File: config.mk
export PLATFORM = sky130hd
export DESIGN_NAME = vmt4_merge
export DESIGN_NICKNAME = d
export VERILOG_FILES = /design/src/sv/vmt4_pkg.sv /design/src/sv/vmt4_merge.sv
export SDC_FILE = /design/constraint.sdc
export NUM_CORES = 1
export LEC_CHECK = 0
export ABC_AREA = 1
export BUFFER_PORTS_ARGS = -buffer_cell sky130_fd_sc_hd__buf_2
export CAP_MARGIN = 0
export CORE_AREA = 4 4 154 156
export DETAILED_ROUTE_END_ITERATION = 6
export DIE_AREA = 0 0 158 160
export MAX_ROUTING_LAYER = met4
export PLACE_DENSITY = 0.57
export RECOVER_POWER = 100
export SYNTH_ARGS = -nofsm -noshare
export SYNTH_HDL_FRONTEND = slang
export SYNTH_SLANG_ARGS = --single-unit
File: constraint.sdc
create_clock -name clock -period 10.05 [get_ports clock]
set_clock_uncertainty 0.05 [all_clocks]
set_input_delay 1.5075 -clock clock [delete_from_list [all_inputs] [get_ports clock]]
set_output_delay 1.5075 -clock clock [all_outputs]
set_load 0.02 [all_outputs]
File: src/sv/vmt4_pkg.sv
// ----------------------------------------------------------------------------
// vmt4_pkg: shared types and constants
// Word widths, stream field offsets and lane control for the 4x4 transform.
// ----------------------------------------------------------------------------
package vmt4_pkg;

   localparam int DATA_W   = 32;
   localparam int LANES    = 4;
   localparam int IDX_W    = 2;
   localparam int PROD_W   = 2 * DATA_W;
   localparam int SUM_W    = PROD_W + 2;
   localparam int REQ_W    = 168;
   localparam int RSP_W    = LANES * DATA_W;

   // request tdata field offsets, lowest bit first
   localparam int ROW_LSB  = 0;
   localparam int COL_LSB  = ROW_LSB + IDX_W;
   localparam int ELEM_LSB = COL_LSB + IDX_W;
   localparam int VEC_LSB  = ELEM_LSB + DATA_W;

   typedef logic signed [DATA_W-1:0] word_type;
   typedef logic signed [SUM_W-1:0]  sum_type;

   typedef enum logic {
      ACT_LOAD  = 1'b0,
      ACT_XFORM = 1'b1
   } action_type;

   // pipeline advance strobes shared by all lanes
   typedef struct packed {
      logic adv1;
      logic adv2;
   } lane_ctl_type;

endpackage

File: src/sv/vmt4_merge.sv
// ----------------------------------------------------------------------------
// vmt4_merge: scale, clamp and output register
// Floors the column sums by the fraction width, clamps each to 32 bits,
// packs them into one result word and ORs the clamp flags into rsp_tuser.
// ----------------------------------------------------------------------------
module vmt4_merge
   import vmt4_pkg::*;
#(
   parameter int FRAC_BITS = 16
) (
   input  logic                clock,
   input  logic                reset,
   input  logic                in_valid,
   output logic                in_ready,
   input  sum_type             sums [LANES],
   output logic                rsp_tvalid,
   input  logic                rsp_tready,
   output logic [RSP_W-1:0]    rsp_tdata,
   output logic                rsp_tuser
);

   logic             valid_ff;
   logic             valid_in;
   logic [RSP_W-1:0] res_ff;
   logic [RSP_W-1:0] res_in;
   logic             sat_ff;
   logic             sat_in;

   assign in_ready = !valid_ff || rsp_tready;
   assign valid_in = in_ready ? in_valid : valid_ff;

   always_comb begin
      sum_type    shifted;
      logic       fits;
      res_in = '0;
      sat_in = 1'b0;
      for (int c = 0; c < LANES; c++) begin
         // arithmetic shift is the floor toward minus infinity
         shifted = sums[c] >>> FRAC_BITS;
         fits    = (&shifted[SUM_W-1:DATA_W-1]) || !(|shifted[SUM_W-1:DATA_W-1]);
         if (fits) begin
            res_in[c*DATA_W +: DATA_W] = shifted[DATA_W-1:0];
         end else begin
            res_in[c*DATA_W +: DATA_W] = shifted[SUM_W-1] ? {1'b1, {(DATA_W-1){1'b0}}}
                                                          : {1'b0, {(DATA_W-1){1'b1}}};
            sat_in = 1'b1;
         end
      end
   end

   always_ff @(posedge clock) begin
      if (reset) begin
         valid_ff <= 1'b0;
      end else begin
         valid_ff <= valid_in;
      end
      if (in_valid && in_ready) begin
         res_ff <= res_in;
         sat_ff <= sat_in;
      end
   end

   assign rsp_tvalid = valid_ff;
   assign rsp_tdata  = res_ff;
   assign rsp_tuser  = sat_ff;

endmodule

# ---- Word level (Yosys, flattened, before mapping)
# Cells that the tools add are included.
dict set report word_totals {
  reg_bits 130
  in_bits 268
  output_inout_bits 131
  wordCells 32
}
dict set report op_classes {
  n_mux 9
  reduce_logical 20
}
# op count
set op_table {}
lappend op_table {{32-bit 2-to-1 mux} 8}
lappend op_table {{19-bit AND reduction} 4}
lappend op_table {{19-bit OR reduction} 4}
lappend op_table {{1-bit zero test} 5}
lappend op_table {{1-bit logical OR} 5}
lappend op_table {{3-bit AND reduction} 1}
lappend op_table {{1-bit logical AND} 1}
lappend op_table {{1-bit 2-to-1 mux} 1}

# ---- Longest topological paths before layout
# Gate-level depths: netlist of run 1.
dict set report depth {
  depth_word 4
  ltp_mapped 9
  ltp_nobuf 9
}

# ---- Worst setup path after synthesis of run 1
# OpenSTA, ideal clock, no wires.
dict set report synth_timing {
  path_kind {input -> register}
  from {input port in_valid}
  to {register res_ff[0] (netlist: rsp_tdata[0]), enable pin}
  setup_ns 0.660
  t_arrival_ns 7.760
  required_ns 9.340
  setup_slack_ns 1.580
  cell_stages 2
  n_path_buf 0
  path_cell_list {inv_1 -> a21oi_1}
}
dict set report synth_via {
  elab_chain_cells 1
}
# element line
set synth_rtl {}
lappend synth_rtl {{start, declared} vmt4_merge.sv:13} ;# input logic in_valid,
lappend synth_rtl {{1-bit logical AND} vmt4_merge.sv:57} ;# if (in_valid && in_ready) begin
lappend synth_rtl {{end signal, assigned} vmt4_merge.sv:58} ;# res_ff <= res_in;
lappend synth_rtl {{end, declared} vmt4_merge.sv:24} ;# logic [RSP_W-1:0] res_ff;
# Every way passes these cells.
# A chain may end at the register's enable or synchronous reset.

# ---- Final worst setup path of run 1
dict set report layout_timing {
  from {input port rsp_tready}
  to {register res_ff[26] (netlist: rsp_tdata[26]), enable pin}
}
dict set report layout_via {
  elab_chain_cells 2
}
# element line
set layout_rtl {}
lappend layout_rtl {{start, declared} vmt4_merge.sv:17} ;# input logic rsp_tready,
lappend layout_rtl {{1-bit logical OR} vmt4_merge.sv:29} ;# assign in_ready = !valid_ff || rsp_tready;
lappend layout_rtl {{1-bit logical AND} vmt4_merge.sv:57}
# Every way passes these cells.

==> summary.txt, run 1 <==
met1 WL = 6880 um
register area share after synthesis = 67.5%
global route overflow = 0
crit path launch type = primary input
met3 WL = 1210 um
relative slew slack = -142%
Top Metal Used = met4
Cells after Synth = 548
RSZ-0062 raised after global routing = no
pwr dens = 178 nW/um^2
I/O Buffers = 334
Gate power share = 10.6%
area of the multi-input gates = 1560 um^2
Tcrit/Tclk final = 54.1%
Final Util = 35.5%
ANT nets after route = 0
synthesized flop and latch total = 130
Clock Sink Count = 130
met2 WL post-DR = 8940 um
Num CTS Buffers = 17
Die X = 158 um
Sequential cell area = 3890 um^2
Reg power frac = 45.5%
detailed placement HPWL = 12600 um
FMAX = 0.184 GHz
syn_area_per_cell = 10.5 um^2
fin nets = 1143
first-pass GRT wire length = 25200 um
DRC Markers = 0
Worst Tran Pin Value = 3630 ps
Post-Syn Area = 5760 um^2
TritonCTS clock tree = yes
P_leak = 3.26 nW
final WL = 17200 um
Slew Limit Fails = 66
Final Hold Fails = 0
clk buf depth = 2
Die Ht = 160 um
H-tree depth = 4
Final Setup Violations = 0
Die ar. = 25300 um^2
number of fill cells in the layout = 2395
yosys warns = 0
crit path kind = primary input to flip-flop
post-synthesis cell type count = 18
failing checks = capacitance limit, slew limit
status = finished with violations
vias in the first global route = 4715
Net Switching = 0.358 mW
CP max FO = 65
average wire per standard cell = 14.7 um
Critical Path AT = 5410 ps
Clk Latency, worst-skew pair = 400 ps
Max-cap violations = 1
Worst Hold Class = flip-flop to flip-flop
sw frac = 25.3%
FP Rows = 55
hold buffers post-CTS = 0
Post-CTS Setup Repair Bufs = 0
Root Driver = clkbuf_16
router iterations before antenna repair = 4
TNS Setup = 0 ps
Clock transition at path regs = 60 ps
Critical Path RT = 10030 ps
Vias/cell = 4.11
crit path capture type = flip-flop
share of layout cells above drive strength 1 = 26.8%
IO Count = 399
Initial Util = 25.8%
Clk pwr share = 43.9%
gr usage total = 13.3%
maximum vdd drop = 0.0900 mV
Area growth syn-to-layout = 37.7%
largest net degree at the start of global routing = 66
core box area = 22400 um^2
Internal = 1.06 mW
initial drt markers = 273
PostCTS Resize Cnt = 0
total number of vias = 4822
initial antenna violation count = 1
Net Count, Synth = 816
Final min period = 5430 ps
GPL Wtd Cong = 0.832
==> per-stage QoR <==
| step | total power, mW | hold slack [ps] | cell area [um^2] | setup WS, ps | cells |
|---|---|---|---|---|---|
| global placement | 0.811 | 466 | 7540 | 6240 | 1141 |
| floorplan | 0.739 | 655 | 5760 | 1580 | 548 |
| CTS | 1.44 | 489 | 8120 | 6550 | 1173 |
| finish | 1.42 | 490 | 7940 | 4620 | 1174 |
| detailed placement | 0.814 | 476 | 7540 | 6240 | 1141 |
| global route | 1.48 | 527 | 7940 | 4180 | 1174 |
==> kinds of logic (layout without fill, tap and decap cells) <==
| family | count (synthesis) | after routing | synth area share [%] |
|---|---|---|---|
| buffers and inverters | 36 | 376 | 5.38 |
| AND/OR/NAND/NOR | 380 | 380 | 26.9 |
| flip-flops | 130 | 130 | 67.5 |
| other | 0 | 1 | 0 |
| AO/OA/AOI/OAI | 2 | 2 | 0.174 |
==> cell usage in the layout, fill, tap and decap left out <==
cell,n
nand2_1,293
buf_2,197
clkbuf_1,140
edfxtp_1,129
nor2_1,54
clkbuf_16,17
nand4_1,8
inv_1,8
or2_1,8
nand3_1,5
clkinvlp_4,5
nand3_2,4
inv_6,4
nand2_4,3
nand3b_1,3
nor2_2,2
bufinv_16,2
diode_2,1
a21oi_4,1
a21oi_1,1
inv_8,1
clkinv_4,1
buf_4,1
dfxtp_1,1
==> power groups by stage <==
stage / Combinational, mW / Sequential [mW] / Clock, mW
2_1_floorplan: 0.0381 / 0.701 / 0
3_5_place_dp: 0.161 / 0.653 / 0
5_1_grt: 0.165 / 0.647 / 0.667
6_report: 0.151 / 0.644 / 0.621
4_1_cts: 0.161 / 0.642 / 0.640
3_3_place_gp: 0.159 / 0.652 / 0
==> routing by layer <==
| metal | up-vias | track usage (%) |
|---|---|---|
| li1 | 2446 | - |
| met2 | 193 | 23.2 |
| met4 | 0 | 4.19 |
| met1 | 2174 | 14.8 |
| met3 | 9 | 3.22 |
| met5 | - | - |
==> cell type report <==
| type | instances | share of cell area [%] |
|---|---|---|
| Sequential cell | 130 | 49.1 |
| Timing Repair Buffer | 336 | 19.0 |
| Inverter | 8 | 0.378 |
| Antenna cell | 1 | 0.0315 |
| Multi-Input combinational cell | 382 | 19.6 |
| Clock inverter | 13 | 1.92 |
| Tap cell | 285 | 4.49 |
| Clock buffer | 19 | 5.45 |
==> synthesized netlist by cell type (all sizes together) <==
library cell	count	share of area [%]
nand3	9	1.1
dfxtp	1	0.35
edfxtp	129	67
nor2	56	3.7
buf	24	4.5
a21oi	2	0.17
nand4	8	0.87
nand3b	3	0.59
dlygate4sd3	1	0.17
inv	8	0.52
clkbuf	3	0.20
or2	8	0.87
nand2	296	20
==> worst paths after layout <==
path                            startpoint       endpoint  slack (ps)  depth (start not counted)
worst min-delay path            rsp_tvalid     rsp_tvalid         490                          2
worst max register to register  rsp_tvalid  rsp_tdata[26]        5470                          3
worst max-delay path            rsp_tready  rsp_tdata[26]        4620                          5
worst min register to register  rsp_tvalid     rsp_tvalid         490                          2
==> worst max-delay path, stage by stage <==
cell and delay [ps]:
buf_2 70, inv_1 60, a21oi_4 110, clkbuf_1 2550, buf_4 990
==> state kept, by name, indices dropped and copies added (netlist names) <==
signal / flops
rsp_tvalid: 1
rsp_tdata: 128
rsp_tuser: 1
No activity file was read; power rests on OpenSTA's default activity.
==> run 2: changes to the inputs <==
--- a/config.mk
+++ b/config.mk
@@ -8,11 +8,11 @@
 export ABC_AREA = 1
 export BUFFER_PORTS_ARGS = -buffer_cell sky130_fd_sc_hd__buf_2
 export CAP_MARGIN = 0
-export CORE_AREA = 4 4 154 156
+export CORE_AREA = 4 4 153 155
 export DETAILED_ROUTE_END_ITERATION = 6
-export DIE_AREA = 0 0 158 160
+export DIE_AREA = 0 0 157 159
 export MAX_ROUTING_LAYER = met4
-export PLACE_DENSITY = 0.57
+export PLACE_DENSITY = 0.6
 export RECOVER_POWER = 100
 export SYNTH_ARGS = -nofsm -noshare
 export SYNTH_HDL_FRONTEND = slang
==> constraint.sdc (replaced) <==
create_clock -name clock -period 4.6 [get_ports clock]
set_clock_uncertainty 0.05 [all_clocks]
set_input_delay 0.69 -clock clock [delete_from_list [all_inputs] [get_ports clock]]
set_output_delay 0.69 -clock clock [all_outputs]
set_load 0.02 [all_outputs]
==> run 2 against run 1 <==
Against the previous run:
- the flow now finishes without violations
- final area grew 0.69%
- routed wire length rose by 0.63%
- clock power rose by 130%
- via count grew 1.6%
- first-iteration DRC count increased by 4.0%
- largest cell class unchanged
==> summary.txt, run 2 (synthesized netlist as in run 1, its figures left out) <==
Die ar. = 25000 um^2 (-1.3%)
Root Driver = clkbuf_16
Clock transition at path regs = 60 ps (about the same)
detailed placement HPWL = 13200 um (+4.4%)
commonest non-fill, non-tap cell in the layout = nand2_1
fin nets = 1146 (+0.26%)
initial antenna violation count = 3 (+2)
Pwr Total = 3.16 mW (+120%)
final WL = 17400 um (+0.63%)
Max-cap violations = 0 (-1)
Reg power frac = 44.4% (-1.1 points)
Clock Sink Count = 130 (unchanged)
router iterations before antenna repair = 5 (+1)
hold buffers post-CTS = 0 (unchanged)
non-filler cells, final = 1174 (unchanged)
global route overflow = 0 (unchanged)
crit path launch type = primary input
first-pass GRT wire length = 25600 um (+1.9%)
I/O Buffers = 334 (unchanged)
FMAX = 0.409 GHz
share of layout cells above drive strength 1 = 26.5% (-0.31 points)
PostCTS Resize Cnt = 0 (unchanged)
Area growth syn-to-layout = 38.7%
crit path capture type = flip-flop
TNS Setup = 0 ps (unchanged)
hold_ws = 377 ps (-112 ps)
worst setup margin = 2150 ps (-2460 ps)
Critical Path RT = 4570 ps (-5460 ps)
DRC Markers = 0 (unchanged)
H-tree depth = 4 (unchanged)
Vias/cell = 4.17 (+1.6%)
Critical Path Max Stage Delay = 850 ps (-1700 ps)
clk buf depth = 2 (unchanged)
dpl cells = 1139 (-0.18%)
number of fill cells in the layout = 2300 (-4.0%)
Worst Hold Class = primary input to flip-flop
average wire per standard cell = 14.8 um (+0.63%)
crit path kind = primary input to flip-flop
FP Rows = 54 (-1.8%)
P_leak = 3.28 nW (+0.82%)
initial drt markers = 284 (+4.0%)
RSZ-0062 raised after global routing = no
ANT nets after route = 0 (unchanged)
status = complete, no violations
sw frac = 23.9% (-1.4 points)
Crit-path slowest cell = clkbuf_1
Final Hold Fails = 0 (unchanged)
Clk pwr share = 45.1% (+1.2 points)
placed instance area = 7570 um^2 (+0.38%)
Internal = 2.41 mW (+130%)
Post-CTS Setup Repair Bufs = 0 (unchanged)
fin area = 7990 um^2 (+0.69%)
Die Ht = 159 um (-0.63%)
CP max FO = 23 (-65%)
total number of vias = 4899 (+1.6%)
Final Setup Violations = 0 (unchanged)
Slew Limit Fails = 0 (-100%)
max reg flops = 128 (unchanged)
Initial Util = 26.4% (+0.64 points)
GPL Wtd Cong = 0.808 (-2.9%)
Final min period = 2450 ps
Final Util = 36.6% (+1.1 points)
pwr dens = 396 nW/um^2 (+120%)
CP cell instances = buf_2 -> inv_1 -> a21oi_4 -> clkbuf_1
vias in the first global route = 4788 (+1.5%)
gr usage total = 13.6% (+0.33 points)
Gate power share = 10.5% (about the same)
Net Switching = 0.755 mW (+110%)
IO Count = 399 (unchanged)
largest net degree at the start of global routing = 46 (-30%)
pre-CTS setup slack = 2140 ps (-4100 ps)
Clk Latency, worst-skew pair = 410 ps (about the same)
maximum vdd drop = 0.212 mV (+140%)
Critical Path AT = 2420 ps (-2990 ps)
Num CTS Buffers = 17 (unchanged)
Tcrit/Tclk final = 53.2%
TritonCTS clock tree = yes
core box area = 21800 um^2 (-2.4%)
Die X = 157 um (-0.63%)
Worst Tran Pin Value = 1240 ps (-2390 ps)
most frequent cells in the layout = 293 x nand2_1, 196 x buf_2, 144 x clkbuf_1
relative slew slack = 16.9% (+160 points)
[run 2: final cells by class]
class / instances / area (um^2) / area share [%]
repair buffers: 339 / 1530 / 19.2
clock buffers: 19 / 433 / 5.42
multi-input cells: 382 / 1560 / 19.5
well taps: 280 / 350 / 4.38
clock inverters: 13 / 186 / 2.33
flip-flops and latches: 130 / 3890 / 48.7
inverters: 8 / 30.0 / 0.376
diodes: 3 / 7.51 / 0.0939
[run 2: worst paths after layout]
kind | start | end | slack [ps] | cells after the start
hold reg to reg | rsp_tvalid | rsp_tvalid | 490 | 2
setup / recovery | rsp_tready | rsp_tdata[112] | 2150 | 4
setup reg to reg | rsp_tvalid | rsp_tdata[112] | 2220 | 2
hold / removal | reset | rsp_tvalid | 380 | 2
[run 2: power groups by stage]
stage / clock network (mW) / registers [mW] / logic, mW
finish: 1.42 / 1.40 / 0.333
floorplan: 0 / 1.52 / 0.0842
CTS: 1.47 / 1.40 / 0.359
global placement: 0 / 1.42 / 0.355
detailed placement: 0 / 1.43 / 0.359
global route: 1.53 / 1.41 / 0.366
[run 2: per-layer routing]
| layer | vias to the layer above | global-route usage [%] | part of all wire (%) |
|---|---|---|---|
| met5 | - | - | 0 |
| met4 | 0 | 5.05 | 2.4 |
| met3 | 24 | 4.19 | 8.8 |
| met2 | 208 | 23.3 | 50 |
| met1 | 2216 | 14.8 | 38 |
| li1 | 2451 | - | - |
[run 2: worst max-delay path, delay by kind of cell]
family,cells,cell delay (ps)
buf+inv,3,990
compound gates,1,720
==> run 3: changes to the inputs <==
==> constraint.sdc (replaced) <==
create_clock -name clock -period 2 [get_ports clock]
set_clock_uncertainty 0.05 [all_clocks]
set_input_delay 0.3 -clock clock [delete_from_list [all_inputs] [get_ports clock]]
set_output_delay 0.3 -clock clock [all_outputs]
set_load 0.02 [all_outputs]
==> run 3 against run 2 <==
Against the previous run:
- clock power is 130% higher
- total power up 130%
- sequential share of layout area decreased by 0.75 points
- highest routed layer unchanged
- core utilization increased by 0.57 points
- critical endpoint is now rsp_tdata[79]
==> summary.txt, run 3 (synthesized netlist as in run 1, its figures left out) <==
Critical Path RT = 2090 ps (-2480 ps)
I/O Buffers = 334 (unchanged)
average wire per standard cell = 14.3 um (-3.3%)
most frequent cells in the layout = 294 x nand2_1, 196 x buf_2, 143 x clkbuf_1
Final min period = 1560 ps
FMAX = 0.641 GHz
GPL Wtd Cong = 0.824 (+2.0%)
maximum vdd drop = 0.505 mV (+140%)
vias in the first global route = 4701 (-1.8%)
Die ar. = 25000 um^2 (unchanged)
capture point of the worst reg-to-reg path = rsp_tdata[19]
initial drt markers = 213 (-25%)
Final Setup Violations = 0 (unchanged)
R2R Path Start = rsp_tvalid
crit path launch type = primary input
largest net degree at the start of global routing = 49 (+6.5%)
first-pass GRT wire length = 25000 um (-2.3%)
Worst Tran Pin Value = 665 ps (-578 ps)
worst setup margin = 441 ps (-1710 ps)
TritonCTS clock tree = yes
H-tree depth = 4 (unchanged)
crit path capture type = flip-flop
ANT nets after route = 0 (unchanged)
Vias/cell = 4.14 (-0.82%)
pwr dens = 893 nW/um^2 (+130%)
status = complete, no violations
Clock transition at path regs = 60 ps (about the same)
Worst Hold Class = primary input to flip-flop
IO Count = 399 (unchanged)
Slew Limit Fails = 0 (unchanged)
commonest non-fill, non-tap cell in the layout = nand2_1
area of the multi-input gates = 1540 um^2 (-1.1%)
total number of vias = 4896 (-0.061%)
Sequential cell area = 3890 um^2 (unchanged)
Tcrit/Tclk final = 78.0%
reg2reg setup slack = 510 ps (-1710 ps)
crit path from = sums[115]
share of layout cells above drive strength 1 = 27.2% (+0.76 points)
Clock Sink Count = 130 (unchanged)
number of fill cells in the layout = 2314 (+0.61%)
fin area = 8120 um^2 (+1.6%)
CP max FO = 9 (-61%)
DRC Markers = 0 (unchanged)
pre-CTS setup slack = 236 ps (-1910 ps)
global route overflow = 0 (unchanged)
crit path kind = primary input to flip-flop
Critical Path AT = 1650 ps (-770 ps)
Area growth syn-to-layout = 40.8%
Num CTS Buffers = 17 (unchanged)
Die Ht = 159 um (unchanged)
detailed placement HPWL = 13300 um (+1.1%)
Post-CTS Setup Repair Bufs = 0 (unchanged)
Root Driver = clkbuf_16
initial antenna violation count = 0 (-3)
router iterations before antenna repair = 4 (-1)
crit path capture = rsp_tdata[79]
RSZ-0062 raised after global routing = no
P_leak = 3.37 nW (+2.5%)
gr usage total = 13.2% (-0.39 points)
max reg flops = 128 (unchanged)
FP Rows = 54 (unchanged)
clk buf depth = 2 (unchanged)
Final Hold Fails = 0 (unchanged)
Initial Util = 26.4% (unchanged)
placed instance area = 7720 um^2 (+2.0%)
Clk Latency, worst-skew pair = 400 ps (about the same)
final WL = 16900 um (-2.5%)
relative slew slack = 55.5% (+39 points)
core box area = 21800 um^2 (unchanged)
Die X = 157 um (unchanged)
Max-cap violations = 0 (unchanged)
R2R cell count = 2 (unchanged)
fin nets = 1160 (+1.2%)
ant diodes = 0 (-3)
-- run 3: cell count changes in the layout (fill, tap and decap cells not counted), sizes merged --
cell and delta:
buf +12, clkinv -3, diode -3, clkinvlp +1, dlygate4sd3 +1, inv +1
-- run 3: area by class of cell --
| type | instances | area share, % |
|---|---|---|
| Sequential cell | 130 | 48.0 |
| Timing Repair Buffer | 353 | 20.8 |
| Multi-Input combinational cell | 382 | 19.0 |
| Clock buffer | 18 | 5.29 |
| Tap cell | 280 | 4.32 |
| Clock inverter | 12 | 2.28 |
| Inverter | 8 | 0.370 |
-- run 3: layer usage --
metal	part of all wire [%]	track usage, %	up-vias
li1	-	-	2469
met1	39	14.6	2204
met2	51	23.2	207
met3	8.3	3.72	16
met4	1.5	3.67	0
met5	0	-	-
-- run 3: worst max-delay path: stages --
cell	delay, ps
buf_2	100
or2_1	210
nor2_1	110
nand3_1	110
nand3_1	360
clkbuf_1	340
nand2_1	100
-- run 3: worst min-delay path by stage --
stage | end | startpoint | depth (start not counted)
detailed placement | rsp_tvalid | reset | 2
CTS | rsp_tdata[127] | sums[65] | 1
global placement | rsp_tvalid | reset | 2
finish | rsp_tdata[50] | sums[166] | 3
floorplan | rsp_tvalid | reset | 1
global route | rsp_tdata[50] | sums[166] | 3
-- run 3: what timing repair did --
item                      CTS  global route
hold endpoints to repair    1             0
hold buffers                1             0
gates resized for setup     0             0
-- run 3: where the power goes --
part | switching [mW] | internal, mW | total (mW)
Clock | 1.16 | 2.08 | 3.24
Sequential | 0.0394 | 3.19 | 3.23
Combinational | 0.507 | 0.275 | 0.782
Total | 1.71 | 5.54 | 7.25
-- run 3: per-stage QoR --
step / TNS, ps / utilization [%] / cells / hold slack (ps) / total power [mW]
floorplan: -132650 / - / 548 / 309 / 3.69
global placement: 0 / 35.4 / 1152 / 398 / 4.11
detailed placement: 0 / 35.4 / 1152 / 400 / 4.12
CTS: 0 / 38.2 / 1183 / 35.9 / 7.42
global route: 0 / 37.2 / 1183 / 78.9 / 7.55
finish: 0 / 37.2 / 1183 / 106 / 7.25
